File: src/design/cfm_pkg.sv
// shared widths and types for the curve moving frame block
package cfm_pkg;

    // fraction bits of a unit vector component
    localparam int FRAC    = 14;
    // width of one unit vector component, sign and integer bit included
    localparam int OUT_W   = FRAC + 2;
    // point coordinate width
    localparam int PT_W    = 32;
    // widest raw vector component (second cross product of the normal)
    localparam int RAW_W   = 48;
    // magnitude bits after fitting into [2^29, 2^30)
    localparam int FIT_W   = 30;
    // signed fitted component, also the wide cross operand
    localparam int BW      = FIT_W + 1;
    // sum of three squares of fitted magnitudes
    localparam int SUM_W   = 2 * FIT_W + 2;
    // integer square root of the sum
    localparam int N_W     = FIT_W + 1;
    // dividend of one output component
    localparam int NUM_W   = FIT_W + FRAC + 1;
    // quotient bits kept
    localparam int Q_W     = FRAC + 2;
    // divider step counter
    localparam int DCNT_W  = $clog2(NUM_W + 1);

    // component type of a unit vector
    typedef logic signed [OUT_W-1:0] comp_t;
    // raw vector component
    typedef logic signed [RAW_W-1:0] raw_t;
    // wide cross operand / fitted component
    typedef logic signed [BW-1:0]    wide_t;

endpackage

File: src/design/cfm_cross.sv
// cross product over one shared multiplier, one partial product per cycle
module cfm_cross
(
    input  logic             clk,
    input  logic             rst_n,
    input  logic             go,
    input  cfm_pkg::comp_t   a [3],
    input  cfm_pkg::wide_t   b [3],
    output cfm_pkg::raw_t    o [3],
    output logic             done
);

    logic                      busy_reg;
    logic [2:0]                cnt_reg;
    logic                      done_reg;
    logic signed [cfm_pkg::OUT_W+cfm_pkg::BW-1:0] prod_reg;
    cfm_pkg::raw_t             acc_reg [3];
    logic [1:0]                ia;
    logic [1:0]                ib;
    logic [2:0]                step;
    logic [1:0]                j;

    // operand indices for each partial product
    always_comb
    begin
        case (cnt_reg)
            3'd0:    begin ia = 2'd1; ib = 2'd2; end
            3'd1:    begin ia = 2'd2; ib = 2'd1; end
            3'd2:    begin ia = 2'd2; ib = 2'd0; end
            3'd3:    begin ia = 2'd0; ib = 2'd2; end
            3'd4:    begin ia = 2'd0; ib = 2'd1; end
            3'd5:    begin ia = 2'd1; ib = 2'd0; end
            default: begin ia = 2'd0; ib = 2'd0; end
        endcase
        step = cnt_reg - 3'd1;
        j    = step[2:1];
    end

    // control
    always_ff @(posedge clk or negedge rst_n)
    begin
        if (!rst_n)
        begin
            busy_reg <= 1'b0;
            cnt_reg  <= '0;
            done_reg <= 1'b0;
        end
        else
        begin
            done_reg <= busy_reg && (cnt_reg == 3'd6);
            if (go)
            begin
                busy_reg <= 1'b1;
                cnt_reg  <= '0;
            end
            else if (busy_reg)
            begin
                if (cnt_reg == 3'd6)
                    busy_reg <= 1'b0;
                cnt_reg <= cnt_reg + 3'd1;
            end
        end
    end

    // multiply then accumulate the previous product
    always_ff @(posedge clk)
    begin
        if (busy_reg)
        begin
            if (cnt_reg < 3'd6)
                prod_reg <= a[ia] * b[ib];
            if (cnt_reg != 3'd0)
            begin
                if (!step[0])
                    acc_reg[j] <= cfm_pkg::RAW_W'(prod_reg);
                else
                    acc_reg[j] <= acc_reg[j] - cfm_pkg::RAW_W'(prod_reg);
            end
        end
    end

    assign o    = acc_reg;
    assign done = done_reg;

endmodule

File: config.mk
export PLATFORM = sky130hd
export DESIGN_NAME = cfm_cross
export DESIGN_NICKNAME = d
export VERILOG_FILES = /design/src/design/cfm_pkg.sv /design/src/design/cfm_cross.sv
export SDC_FILE = /design/constraint.sdc
export NUM_CORES = 2
export LEC_CHECK = 0
export ABC_CLOCK_PERIOD_IN_PS = 8000
export BUFFER_PORTS_ARGS = -buffer_cell sky130_fd_sc_hd__buf_2
export CORE_MARGIN = 2
export CORE_UTILIZATION = 40
export CTS_CLUSTER_DIAMETER = 60
export DETAILED_ROUTE_END_ITERATION = 10
export GPL_TIMING_DRIVEN = 0
export HOLD_SLACK_MARGIN = 0.12
export PLACE_DENSITY = 0.58
export SLEW_MARGIN = 20
export SYNTH_ARGS = -nofsm -noshare
export SYNTH_HDL_FRONTEND = slang
export SYNTH_SLANG_ARGS = --single-unit
File: constraint.sdc
create_clock -name clk -period 8 [get_ports clk]
set_input_delay 0.4 -clock clk [delete_from_list [all_inputs] [get_ports clk]]
set_output_delay 0.4 -clock clk [all_outputs]
set_load 0.01 [all_outputs]
==> flow_metrics.tcl <==
set metrics [dict create \
    status "finished clean" \
    wl_met2_mm 46.9 \
    muxShareOfSynthArea 0.0227 \
    worst_pin_slew_ns 0.933 \
    crit_arrival_ns 8.08 \
    relSlewSlack 0.378 \
    gp_congestion 0.955 \
    crit_required_ns 8.19 \
    die_y_um 276 \
    io_buffers 288 \
    synthSimpleGateAreaFrac 0.162 \
    utilization 0.502 \
    clk_path_buf_depth 2 \
    routed-via-count 25900 \
    worst_clock_skew_ns 0.0134 \
    wl_met1_mm 43.4 \
    slowest_delay_ns 0.58 \
    clock_latency_ns 0.46 \
    final.setup.worst_slack_ns 0.112 \
    synth_compound_area_frac 0.108 \
    overflow 0 \
    syn_area_per_cell_um2 8.67 \
    cp-start-kind "register" \
    diodes 0 \
    drtAntennaViolNets 0 \
    hold_viol_final 0 \
    worstSetupPathType "reg2reg" \
    ys_ff_latch 196 \
    synthAdderAreaFrac 0.388 \
    rsz0062_at_grt "yes" \
    period_needed_ns 7.89 \
    top_layer_used "met4" \
    rows 99 \
    cts.clk_slew.worst_paths_ns 0.06 \
    drv_slew 0 \
    synth.yosys.warnings 0 \
    initial_utilization 0.406 \
    final_area_um2 36700 \
    pre_cts_ws_ns -2.77 \
    die_area_um2 76400 \
    wl_per_cell_um 21.1 \
    nNetsFinal 4692 \
    dieWidth_um 276 \
    yosysUniqueCellTypes 71 \
    min_path_type "in2reg" \
    holdWs_ns 0.161 \
    hpwl_mm 84.0 \
    crit_start "cnt_reg[1]$_DFFE_PN0P_" \
    period_share 0.986 \
    cts_tree "built" \
    synth_edf_count 191 \
    first_global_vias 25300 \
    fmax_mhz 127 \
    routed_wirelength_mm 103 \
    setup_violations 0 \
    vias_per_cell 5.30 \
    synth_area_um2 29700 \
    async_reset_ff_frac 0.0255 \
    worst_setup_path_end_kind "register" \
    grt_antenna_before_repair 0 \
    synth_flop_cell "edfxtp_1" \
    maxCapViolCount 0 \
    wl_met3_mm 8.59 \
    synth_xor_area_frac 0.0251 \
    crit_slowest_cell "fa_1" \
    grt_max_degree 26 \
    synthCells 3426 \
    cts_sinks 196 \
    cts_root_buffer "clkbuf_16" \
    cts_made_buffers 17 \
    dpl_cell_area_um2 32600 \
    grt_use_total 0.264 \
    drt-pass1-iter-count 5 \
    synth_nets 4208 \
    yosysSeqAreaShare 0.197 \
    drtIter0Drc 2235 \
    drc 0 \
    largest_reg_flops 144 \
    crit_top_cell "fa_1" \
    critPathMaxFanout 6 \
    h-tree-depth 4 \
    core_um2 73200 \
    synth_top_family_by_area "adder cells" \
    r2r_start "cnt_reg[1]$_DFFE_PN0P_" \
    grt_pass1_wl_mm 153 \
    syn_to_final_growth_pct 23.7 \
    hold_start "go" \
    drive_above_1_share 0.211 \
    pin_count 289 \
]
[metal layers]
layer,global-route usage,up-vias
met4,0.0893,0
li1,-,11800
met1,0.362,12600
met5,0,-
met3,0.0391,191
met2,0.427,1296
[timing repair]
action                                  4_1_cts  5_1_grt
gates cloned                                  3        4
hold buffers                                  1        0
endpoints found under the setup margin       39       18
buffers inserted                             90       82
resized for setup                           359      174
hold endpoints to repair                      5        0
pin swaps                                    55       79
[cells by family (layout without fill, tap and decap cells)]
| group | after synthesis | count (layout) |
|---|---|---|
| xor gates and xnor gates | 85 | 85 |
| and+or+nand+nor | 1187 | 1187 |
| DFF | 196 | 196 |
| muxes | 67 | 67 |
| AOI/OAI and AO/OA | 500 | 500 |
| buffers and inverters | 753 | 1250 |
| adders and majority gates | 638 | 638 |
[path summary, 6_finish.rpt]
check	end	slack [ns]	cells after the start
max reg2reg	prod_reg[44]$_DFFE_PP_	0.11	33
min	cnt_reg[0]$_DFFE_PN0P_	0.16	2
max in group asynchronous	cnt_reg[1]$_DFFE_PN0P_	7.52	2
min in group asynchronous	busy_reg$_DFF_PN0_	0.33	2
max	prod_reg[44]$_DFFE_PP_	0.11	33
min reg2reg	o[11]$_DFFE_PP_	0.69	2
[final cells by class]
class,count,area (um^2)
fillers,6909,36500
repair buffers,476,3300
clock buffers,19,433
clock inverters,13,196
well taps,959,1200
inverters,616,2330
plain buffers,126,965
flip-flops and latches,196,5860
multi-input cells,2477,22400
[critical path: cells and delay by family, from the launching register on]
kind,cells,cell delay (ns)
DFF,1,0.47
adders and majority gates,8,3.60
and+or+nand+nor,6,0.78
buffers and inverters,11,1.37
AOI/OAI and AO/OA,7,1.25
xor gates and xnor gates,1,0.15
[cell usage after synthesis, types with 4 or more instances]
| cell type | instances | area (um^2) |
|---|---|---|
| a211o_1 | 6 | 52.6 |
| fa_1 | 473 | 9470 |
| o21ai_0 | 106 | 531 |
| or4_1 | 4 | 30.0 |
| o21bai_1 | 8 | 60.1 |
| nor2_1 | 384 | 1440 |
| a311oi_1 | 4 | 35.0 |
| and2_1 | 20 | 125 |
| or3_1 | 9 | 56.3 |
| mux2i_1 | 64 | 641 |
| edfxtp_1 | 191 | 5740 |
| nand2b_1 | 18 | 113 |
| and4_1 | 4 | 35.0 |
| o311ai_0 | 9 | 78.8 |
| xnor2_1 | 54 | 473 |
| inv_1 | 615 | 2310 |
| a21o_1 | 65 | 488 |
| nor4_1 | 4 | 25.0 |
| a21oi_1 | 108 | 541 |
| and3_1 | 13 | 81.3 |
| nor3_1 | 27 | 135 |
| a211oi_1 | 16 | 120 |
| o211a_1 | 4 | 40.0 |
| o22ai_1 | 21 | 131 |
| nor2b_1 | 9 | 56.3 |
| buf_2 | 20 | 100 |
| dfrtp_1 | 5 | 125 |
| a31oi_1 | 12 | 75.1 |
| a21oi_2 | 5 | 43.8 |
| or2_2 | 5 | 31.3 |
| buf_1 | 17 | 63.8 |
| o2111ai_1 | 5 | 43.8 |
| ha_1 | 165 | 2060 |
| nand2_1 | 648 | 2430 |
| o21ai_1 | 42 | 210 |
| o211ai_1 | 8 | 60.1 |
| nand4_1 | 19 | 119 |
| nand3_1 | 19 | 95.1 |
| clkbuf_1 | 100 | 375 |
| xor2_1 | 31 | 272 |
| o21a_1 | 43 | 323 |
[metrics by stage]
| step | setup TNS (ns) | instances |
|---|---|---|
| after floorplan | 0 | 3426 |
| after global placement | -70.75 | 4673 |
| after detailed placement | -72.40 | 4681 |
| final | 0 | 4882 |
| after CTS | 0 | 4800 |
| after global routing | -0.655 | 4882 |
[cells in the final DEF (no fill, tap or decap), types with 17 or more instances in the layout]
cell	instances
xnor2_1	54
clkbuf_1	53
a21o_1	65
nand2b_1	18
nand2_1	620
o21ai_4	32
buf_12	22
mux2i_1	51
inv_1	601
nand4_1	19
nor2_1	358
buf_4	149
o22ai_1	19
o21ai_0	94
fa_1	454
edfxtp_1	191
nand3_1	18
nand2_2	19
a21oi_1	96
clkbuf_16	21
nor3_1	25
xor2_1	31
buf_2	291
ha_1	140
and2_1	17
buf_6	32
fa_2	19
ha_4	17
Power is not shown: default switching activity piles up to over one toggle a cycle in this logic, so the estimate is an artifact.
