File: src/design/cfm_pkg.sv
// shared widths and types for the curve moving frame block
package cfm_pkg;

    // fraction bits of a unit vector component
    localparam int FRAC    = 14;
    // width of one unit vector component, sign and integer bit included
    localparam int OUT_W   = FRAC + 2;
    // point coordinate width
    localparam int PT_W    = 32;
    // widest raw vector component (second cross product of the normal)
    localparam int RAW_W   = 48;
    // magnitude bits after fitting into [2^29, 2^30)
    localparam int FIT_W   = 30;
    // signed fitted component, also the wide cross operand
    localparam int BW      = FIT_W + 1;
    // sum of three squares of fitted magnitudes
    localparam int SUM_W   = 2 * FIT_W + 2;
    // integer square root of the sum
    localparam int N_W     = FIT_W + 1;
    // dividend of one output component
    localparam int NUM_W   = FIT_W + FRAC + 1;
    // quotient bits kept
    localparam int Q_W     = FRAC + 2;
    // divider step counter
    localparam int DCNT_W  = $clog2(NUM_W + 1);

    // component type of a unit vector
    typedef logic signed [OUT_W-1:0] comp_t;
    // raw vector component
    typedef logic signed [RAW_W-1:0] raw_t;
    // wide cross operand / fitted component
    typedef logic signed [BW-1:0]    wide_t;

endpackage

File: src/design/cfm_norm.sv
// vector normalizer: bit-serial fit shift, squares, square root, division; fit-only mode stops after the shift
module cfm_norm
(
    input  logic             clk,
    input  logic             rst_n,
    input  logic             go,
    input  logic             fit_only,
    input  cfm_pkg::raw_t    vec [3],
    output cfm_pkg::comp_t   res [3],
    output cfm_pkg::wide_t   fit [3],
    output logic             done
);

    localparam logic [2:0] N_IDLE  = 3'd0;
    localparam logic [2:0] N_SHIFT = 3'd1;
    localparam logic [2:0] N_SQ    = 3'd2;
    localparam logic [2:0] N_SQRT  = 3'd3;
    localparam logic [2:0] N_LOAD  = 3'd4;
    localparam logic [2:0] N_DIV   = 3'd5;

    logic [2:0]                    state_reg;
    logic                          done_reg;
    logic                          fit_only_reg;
    logic [cfm_pkg::RAW_W-1:0]     mag_reg [3];
    logic                          neg_reg [3];
    logic [1:0]                    cnt_reg;
    logic [2*cfm_pkg::FIT_W-1:0]   sq_reg;
    logic [cfm_pkg::SUM_W-1:0]     sum_reg;
    logic [cfm_pkg::SUM_W-1:0]     x_reg;
    logic [cfm_pkg::SUM_W-1:0]     r_reg;
    logic [cfm_pkg::SUM_W-1:0]     bit_reg;
    logic [cfm_pkg::N_W-1:0]       n_reg;
    logic [cfm_pkg::NUM_W-1:0]     num_reg;
    logic [cfm_pkg::N_W-1:0]       rem_reg;
    logic [cfm_pkg::Q_W-1:0]       q_reg;
    logic [cfm_pkg::DCNT_W-1:0]    dcnt_reg;
    cfm_pkg::comp_t                res_reg [3];

    logic                          any_high;
    logic                          all_low;
    logic                          is_zero;
    logic [cfm_pkg::SUM_W-1:0]     trial;
    logic [cfm_pkg::SUM_W-1:0]     r_next;
    logic [cfm_pkg::N_W:0]         rem_sh;
    logic                          qb;
    logic [cfm_pkg::Q_W-1:0]       q_next;
    logic [cfm_pkg::OUT_W-1:0]     q_ext;

    // range checks for the fit shift
    always_comb
    begin
        any_high = 1'b0;
        all_low  = 1'b1;
        is_zero  = 1'b1;
        for (int k = 0; k < 3; k++)
        begin
            any_high = any_high | (|mag_reg[k][cfm_pkg::RAW_W-1:cfm_pkg::FIT_W]);
            all_low  = all_low & ~mag_reg[k][cfm_pkg::FIT_W-1];
            is_zero  = is_zero & (vec[k] == '0);
        end
    end

    // square root and divider steps
    always_comb
    begin
        trial  = r_reg + bit_reg;
        r_next = (x_reg >= trial) ? ((r_reg >> 1) + bit_reg) : (r_reg >> 1);
        rem_sh = {rem_reg, num_reg[cfm_pkg::NUM_W-1]};
        qb     = rem_sh >= {1'b0, n_reg};
        q_next = {q_reg[cfm_pkg::Q_W-2:0], qb};
        q_ext  = cfm_pkg::OUT_W'(q_next);
    end

    // sequencer
    always_ff @(posedge clk or negedge rst_n)
    begin
        if (!rst_n)
        begin
            state_reg <= N_IDLE;
            done_reg  <= 1'b0;
            cnt_reg   <= '0;
            dcnt_reg  <= '0;
        end
        else
        begin
            done_reg <= 1'b0;
            case (state_reg)
                N_IDLE:
                begin
                    if (go)
                    begin
                        if (is_zero)
                            done_reg <= 1'b1;
                        else
                            state_reg <= N_SHIFT;
                    end
                end
                N_SHIFT:
                begin
                    if (!any_high && !all_low)
                    begin
                        cnt_reg <= '0;
                        if (fit_only_reg)
                        begin
                            done_reg  <= 1'b1;
                            state_reg <= N_IDLE;
                        end
                        else
                            state_reg <= N_SQ;
                    end
                end
                N_SQ:
                begin
                    cnt_reg <= cnt_reg + 2'd1;
                    if (cnt_reg == 2'd3)
                        state_reg <= N_SQRT;
                end
                N_SQRT:
                begin
                    if (bit_reg[0])
                    begin
                        cnt_reg   <= '0;
                        state_reg <= N_LOAD;
                    end
                end
                N_LOAD:
                begin
                    dcnt_reg  <= cfm_pkg::DCNT_W'(cfm_pkg::NUM_W);
                    state_reg <= N_DIV;
                end
                N_DIV:
                begin
                    dcnt_reg <= dcnt_reg - 1'b1;
                    if (dcnt_reg == 1)
                    begin
                        if (cnt_reg == 2'd2)
                        begin
                            done_reg  <= 1'b1;
                            state_reg <= N_IDLE;
                        end
                        else
                        begin
                            cnt_reg   <= cnt_reg + 2'd1;
                            state_reg <= N_LOAD;
                        end
                    end
                end
                default: state_reg <= N_IDLE;
            endcase
        end
    end

    // datapath
    always_ff @(posedge clk)
    begin
        case (state_reg)
            N_IDLE:
            begin
                if (go)
                begin
                    fit_only_reg <= fit_only;
                    for (int k = 0; k < 3; k++)
                    begin
                        neg_reg[k] <= vec[k][cfm_pkg::RAW_W-1];
                        mag_reg[k] <= vec[k][cfm_pkg::RAW_W-1] ? -vec[k] : vec[k];
                        if (is_zero)
                            res_reg[k] <= '0;
                    end
                end
            end
            N_SHIFT:
            begin
                for (int k = 0; k < 3; k++)
                begin
                    if (any_high)
                        mag_reg[k] <= mag_reg[k] >> 1;
                    else if (all_low)
                        mag_reg[k] <= mag_reg[k] << 1;
                end
            end
            N_SQ:
            begin
                if (cnt_reg != 2'd3)
                    sq_reg <= mag_reg[cnt_reg][cfm_pkg::FIT_W-1:0] *
                              mag_reg[cnt_reg][cfm_pkg::FIT_W-1:0];
                if (cnt_reg == 2'd1)
                    sum_reg <= cfm_pkg::SUM_W'(sq_reg);
                else if (cnt_reg == 2'd2)
                    sum_reg <= sum_reg + cfm_pkg::SUM_W'(sq_reg);
                if (cnt_reg == 2'd3)
                begin
                    x_reg   <= sum_reg + cfm_pkg::SUM_W'(sq_reg);
                    r_reg   <= '0;
                    bit_reg <= cfm_pkg::SUM_W'(1) << (cfm_pkg::SUM_W - 2);
                end
            end
            N_SQRT:
            begin
                if (x_reg >= trial)
                    x_reg <= x_reg - trial;
                r_reg   <= r_next;
                bit_reg <= bit_reg >> 2;
                if (bit_reg[0])
                    n_reg <= r_next[cfm_pkg::N_W-1:0];
            end
            N_LOAD:
            begin
                num_reg <= (cfm_pkg::NUM_W'(mag_reg[cnt_reg][cfm_pkg::FIT_W-1:0])
                            << cfm_pkg::FRAC) + cfm_pkg::NUM_W'(n_reg >> 1);
                rem_reg <= '0;
                q_reg   <= '0;
            end
            N_DIV:
            begin
                rem_reg <= qb ? cfm_pkg::N_W'(rem_sh - {1'b0, n_reg})
                              : rem_sh[cfm_pkg::N_W-1:0];
                num_reg <= num_reg << 1;
                q_reg   <= q_next;
                if (dcnt_reg == 1)
                    res_reg[cnt_reg] <= neg_reg[cnt_reg] ? -$signed(q_ext) : $signed(q_ext);
            end
            default: ;
        endcase
    end

    // results
    always_comb
    begin
        for (int k = 0; k < 3; k++)
        begin
            fit[k] = neg_reg[k] ? -$signed({1'b0, mag_reg[k][cfm_pkg::FIT_W-1:0]})
                                : $signed({1'b0, mag_reg[k][cfm_pkg::FIT_W-1:0]});
        end
    end

    assign res  = res_reg;
    assign done = done_reg;

endmodule
File: config.mk
export PLATFORM = sky130hd
export DESIGN_NAME = cfm_norm
export DESIGN_NICKNAME = d
export VERILOG_FILES = /design/src/design/cfm_pkg.sv /design/src/design/cfm_norm.sv
export SDC_FILE = /design/constraint.sdc
export NUM_CORES = 2
export LEC_CHECK = 0
export ABC_AREA = 0
export BUFFER_PORTS_ARGS = -buffer_cell sky130_fd_sc_hd__buf_2
export CAP_MARGIN = 15
export CORE_UTILIZATION = 50
export DETAILED_ROUTE_END_ITERATION = 6
export GPL_ROUTABILITY_DRIVEN = 0
export PLACE_DENSITY_LB_ADDON = 0.05
export SYNTH_ARGS = -nofsm -noshare
export SYNTH_HDL_FRONTEND = slang
export SYNTH_SLANG_ARGS = --single-unit
File: constraint.sdc
create_clock -name clk -period 12.37 [get_ports clk]
set_input_delay 2.474 -clock clk [delete_from_list [all_inputs] [get_ports clk]]
set_output_delay 2.474 -clock clk [all_outputs]
set_load 0.1 [all_outputs]
==> impl_metrics.py <==
metrics = {
    "outcome": {
        "status": "finished, final reports clean",
    },
    "setup_path": {
        "cp.required_ns": 12.80,
        "cp-startpoint": "cnt_reg[0]",
        "critPathMaxFanout": 28,
        "slowest_delay_ns": 0.92,
        "timing.rr.start": "cnt_reg[0]",
        "rr_worst_depth": 30,
        "end_kind": "flip-flop",
        "cp_slowest_cell": "dfrtp_2",
        "worst_setup_path_start_kind": "flip-flop",
        "cp_common_cell": "fa_1",
        "arrival_ns": 11.18,
        "path_class": "flip-flop to flip-flop",
    },
    "layout": {
        "finalNetCount": 8894,
        "largest_reg_flops": 144,
        "drive_gt1_share_pct": 7.695,
        "final_cell_area_sq_um": 74630,
        "areaGrowthSynthToFinish_pct": 8.374,
    },
    "placement": {
        "portBuffers": 289,
        "post_dp_cell_area_sq_um": 72020,
        "dp_hpwl_um": 168900,
    },
    "yosys": {
        "ys_seq_area_share_pct": 26.32,
        "syn_area_sq_um": 68860,
        "synth_top_area_share_pct": 25.86,
        "synth_cells": 7430,
        "mappedNetlistNets": 8774,
        "syn_area_per_cell_sq_um": 9.268,
        "yosysWarnings": 0,
        "yosysTopAreaCell": "edfxtp_1",
        "netlist_top_cells_area": "edfxtp_1, fa_1, ha_1, inv_1, nand2_1",
        "ys_async_sr_fraction_pct": 1.980,
        "synth.distinct_cells": 88,
        "ys.flop_type": "edfxtp_1",
        "synth_edf_count": 593,
        "synth-seq-cells": 606,
    },
    "sta": {
        "fin_skew_ns": 0.05898,
        "max_slew_margin_pct": 18.45,
        "setup_viol": 0,
        "slew_viol_final": 0,
        "whs_ns": 0.4932,
        "hold_violations": 0,
        "max_freq_ghz": 0.09305,
        "setup_tns_ns": 0,
        "finalCriticalPeriod_ns": 10.75,
        "tightest_slew_ns": 1.223,
        "rsz0062_at_grt": "false",
        "fin_crit_sh_pct": 86.88,
    },
    "clock_tree": {
        "cts_sinks": 606,
        "postCtsSetupRepairBufs": 0,
        "hold_buffers": 0,
        "clk_latency_ns": 0.70,
        "cts_buffers": 78,
        "htreeDepth": 3,
        "path_clk_slew_ns": 0.06,
        "cts-root-buf": "clkbuf_16",
        "cts_resized": 0,
        "clockBufferDepth": 3,
        "cts_tree": "built",
    },
    "route": {
        "wirelength_um": 216100,
        "ant_nets": 0,
        "firstDrtPassIters": 5,
        "wl_per_cell_um": 23.00,
        "drtIter0Drc": 4992,
        "drc": 0,
        "via_count": 55560,
        "vias_per_cell": 5.913,
    },
    "floorplan": {
        "core_area_sq_um": 136000,
        "num_io_pins": 290,
        "chipHeight_um": 373.1,
        "placementRows": 135,
        "initial_utilization_pct": 50.64,
        "dieArea_sq_um": 139200,
        "die_x_um": 373.1,
    },
    "global_route": {
        "antenna_found_initial": 1,
        "grt_pass1_wl_um": 330500,
        "grt_max_degree": 91,
        "grt_use_total_pct": 30.76,
        "grt_pass1_vias": 55260,
        "overflow": 0,
    },
    "min_path": {
        "min-delay-path-class": "flip-flop to flip-flop",
        "min_from": "fit_only_reg",
        "hold_depth": 1,
    },
    "run": {
        "maxCapViolCount": 0,
    },
}
==> path summary, 6_finish.rpt <==
check / endpoint / slack (ns)
max: sq_reg[57] / 1.62
min: state_reg[1] / 0.49
max reg2reg: sq_reg[57] / 1.62
min reg2reg: state_reg[1] / 0.49
max in group asynchronous: cnt_reg[0] / 10.41
min in group asynchronous: dcnt_reg[5] / 1.69
==> final cells by class <==
cell class	instances	area, sq um
clock inverter	48	500.5
tap	1781	2228
clock buffer	97	2054
fill	12400	61350
timing repair buffer	375	2125
sequential	606	18130
multi-input combinational	5455	45700
inverter	1034	3884
antenna	1	2.502
==> critical path, delay by kind of cell (launching register included) <==
family / cells / cell delay [ns]
fa+ha+maj: 9 / 3.99
compound gates: 11 / 3.39
buf+inv: 7 / 1.40
flops: 1 / 0.92
simple gates: 1 / 0.38
mux: 1 / 0.28
xor+xnor: 1 / 0.09
==> logic make-up (layout without fill, tap and decap cells) <==
group,count (synthesis),in the layout,synth area share (%)
buffers and inverters,1369,1554,7.526
and+or+nand+nor,1970,1970,13.07
other,0,1,0
adders and majority gates,1196,1196,29.33
xor gates and xnor gates,577,577,7.339
DFF,606,606,26.32
muxes,72,72,1.076
AOI/OAI and AO/OA,1640,1640,15.34
==> cell usage in the layout, fill, tap and decap left out, types with 56 or more instances in the layout <==
master | netlist | final
inv_1 | 1021 | 1020
nand2_1 | 714 | 711
fa_1 | 697 | 697
edfxtp_1 | 593 | 593
nor2_1 | 590 | 587
ha_1 | 499 | 498
o21ai_0 | 414 | 411
a21oi_1 | 312 | 309
xnor2_1 | 297 | 297
buf_2 | 0 | 289
xor2_1 | 280 | 280
a21o_1 | 164 | 164
a211oi_1 | 111 | 111
o31ai_1 | 98 | 98
nand3_1 | 96 | 96
and3_1 | 91 | 91
a31oi_1 | 89 | 89
buf_4 | 5 | 84
clkbuf_16 | 0 | 79
nand4_1 | 65 | 65
nor3_1 | 66 | 64
o22ai_1 | 64 | 64
a22oi_1 | 62 | 62
and2_1 | 62 | 59
mux2i_1 | 56 | 56
or3_1 | 56 | 56
==> cells in the mapped netlist, drive strengths merged, types with 19 or more instances <==
master,number
xnor2,297
mux2i,56
a211oi,111
a31oi,89
fa,697
or2,21
a22oi,62
inv,1023
xor2,280
or3,58
nand4,65
edfxtp,593
nor4,38
o22ai,65
o41ai,42
o21a,50
o211ai,19
a21o,164
o31ai,98
nor2,590
o21bai,55
nand2,714
a31o,19
and2,63
nand3,96
ha,499
or4,38
a21oi,312
clkbuf,296
o21ai,423
a22o,32
buf,39
nand2b,42
nor2b,49
nor3,67
and3,91
==> layer usage <==
layer  share of wire (%)  GRT usage [%]  vias to the layer above
met1                  42          41.06                    27400
li1                    -              -                    25610
met5              0.0046              0                        -
met4                 5.7          15.32                        2
met3                 6.5          4.272                      467
met2                  46          49.10                     2082
==> through the flow <==
step | setup slack [ns] | instances | util, %
3_5_place_dp | 1.763 | 9249 | 52.97
6_report | 1.623 | 9397 | 54.88
5_1_grt | 1.316 | 9396 | 54.88
3_3_place_gp | 1.851 | 9249 | 52.97
4_1_cts | 1.738 | 9394 | 54.85
2_1_floorplan | 2.196 | 7430 | -
Power is left out: the tool's default activity adds up to more than one toggle a clock period on the data nets, which glitch-free logic cannot reach.
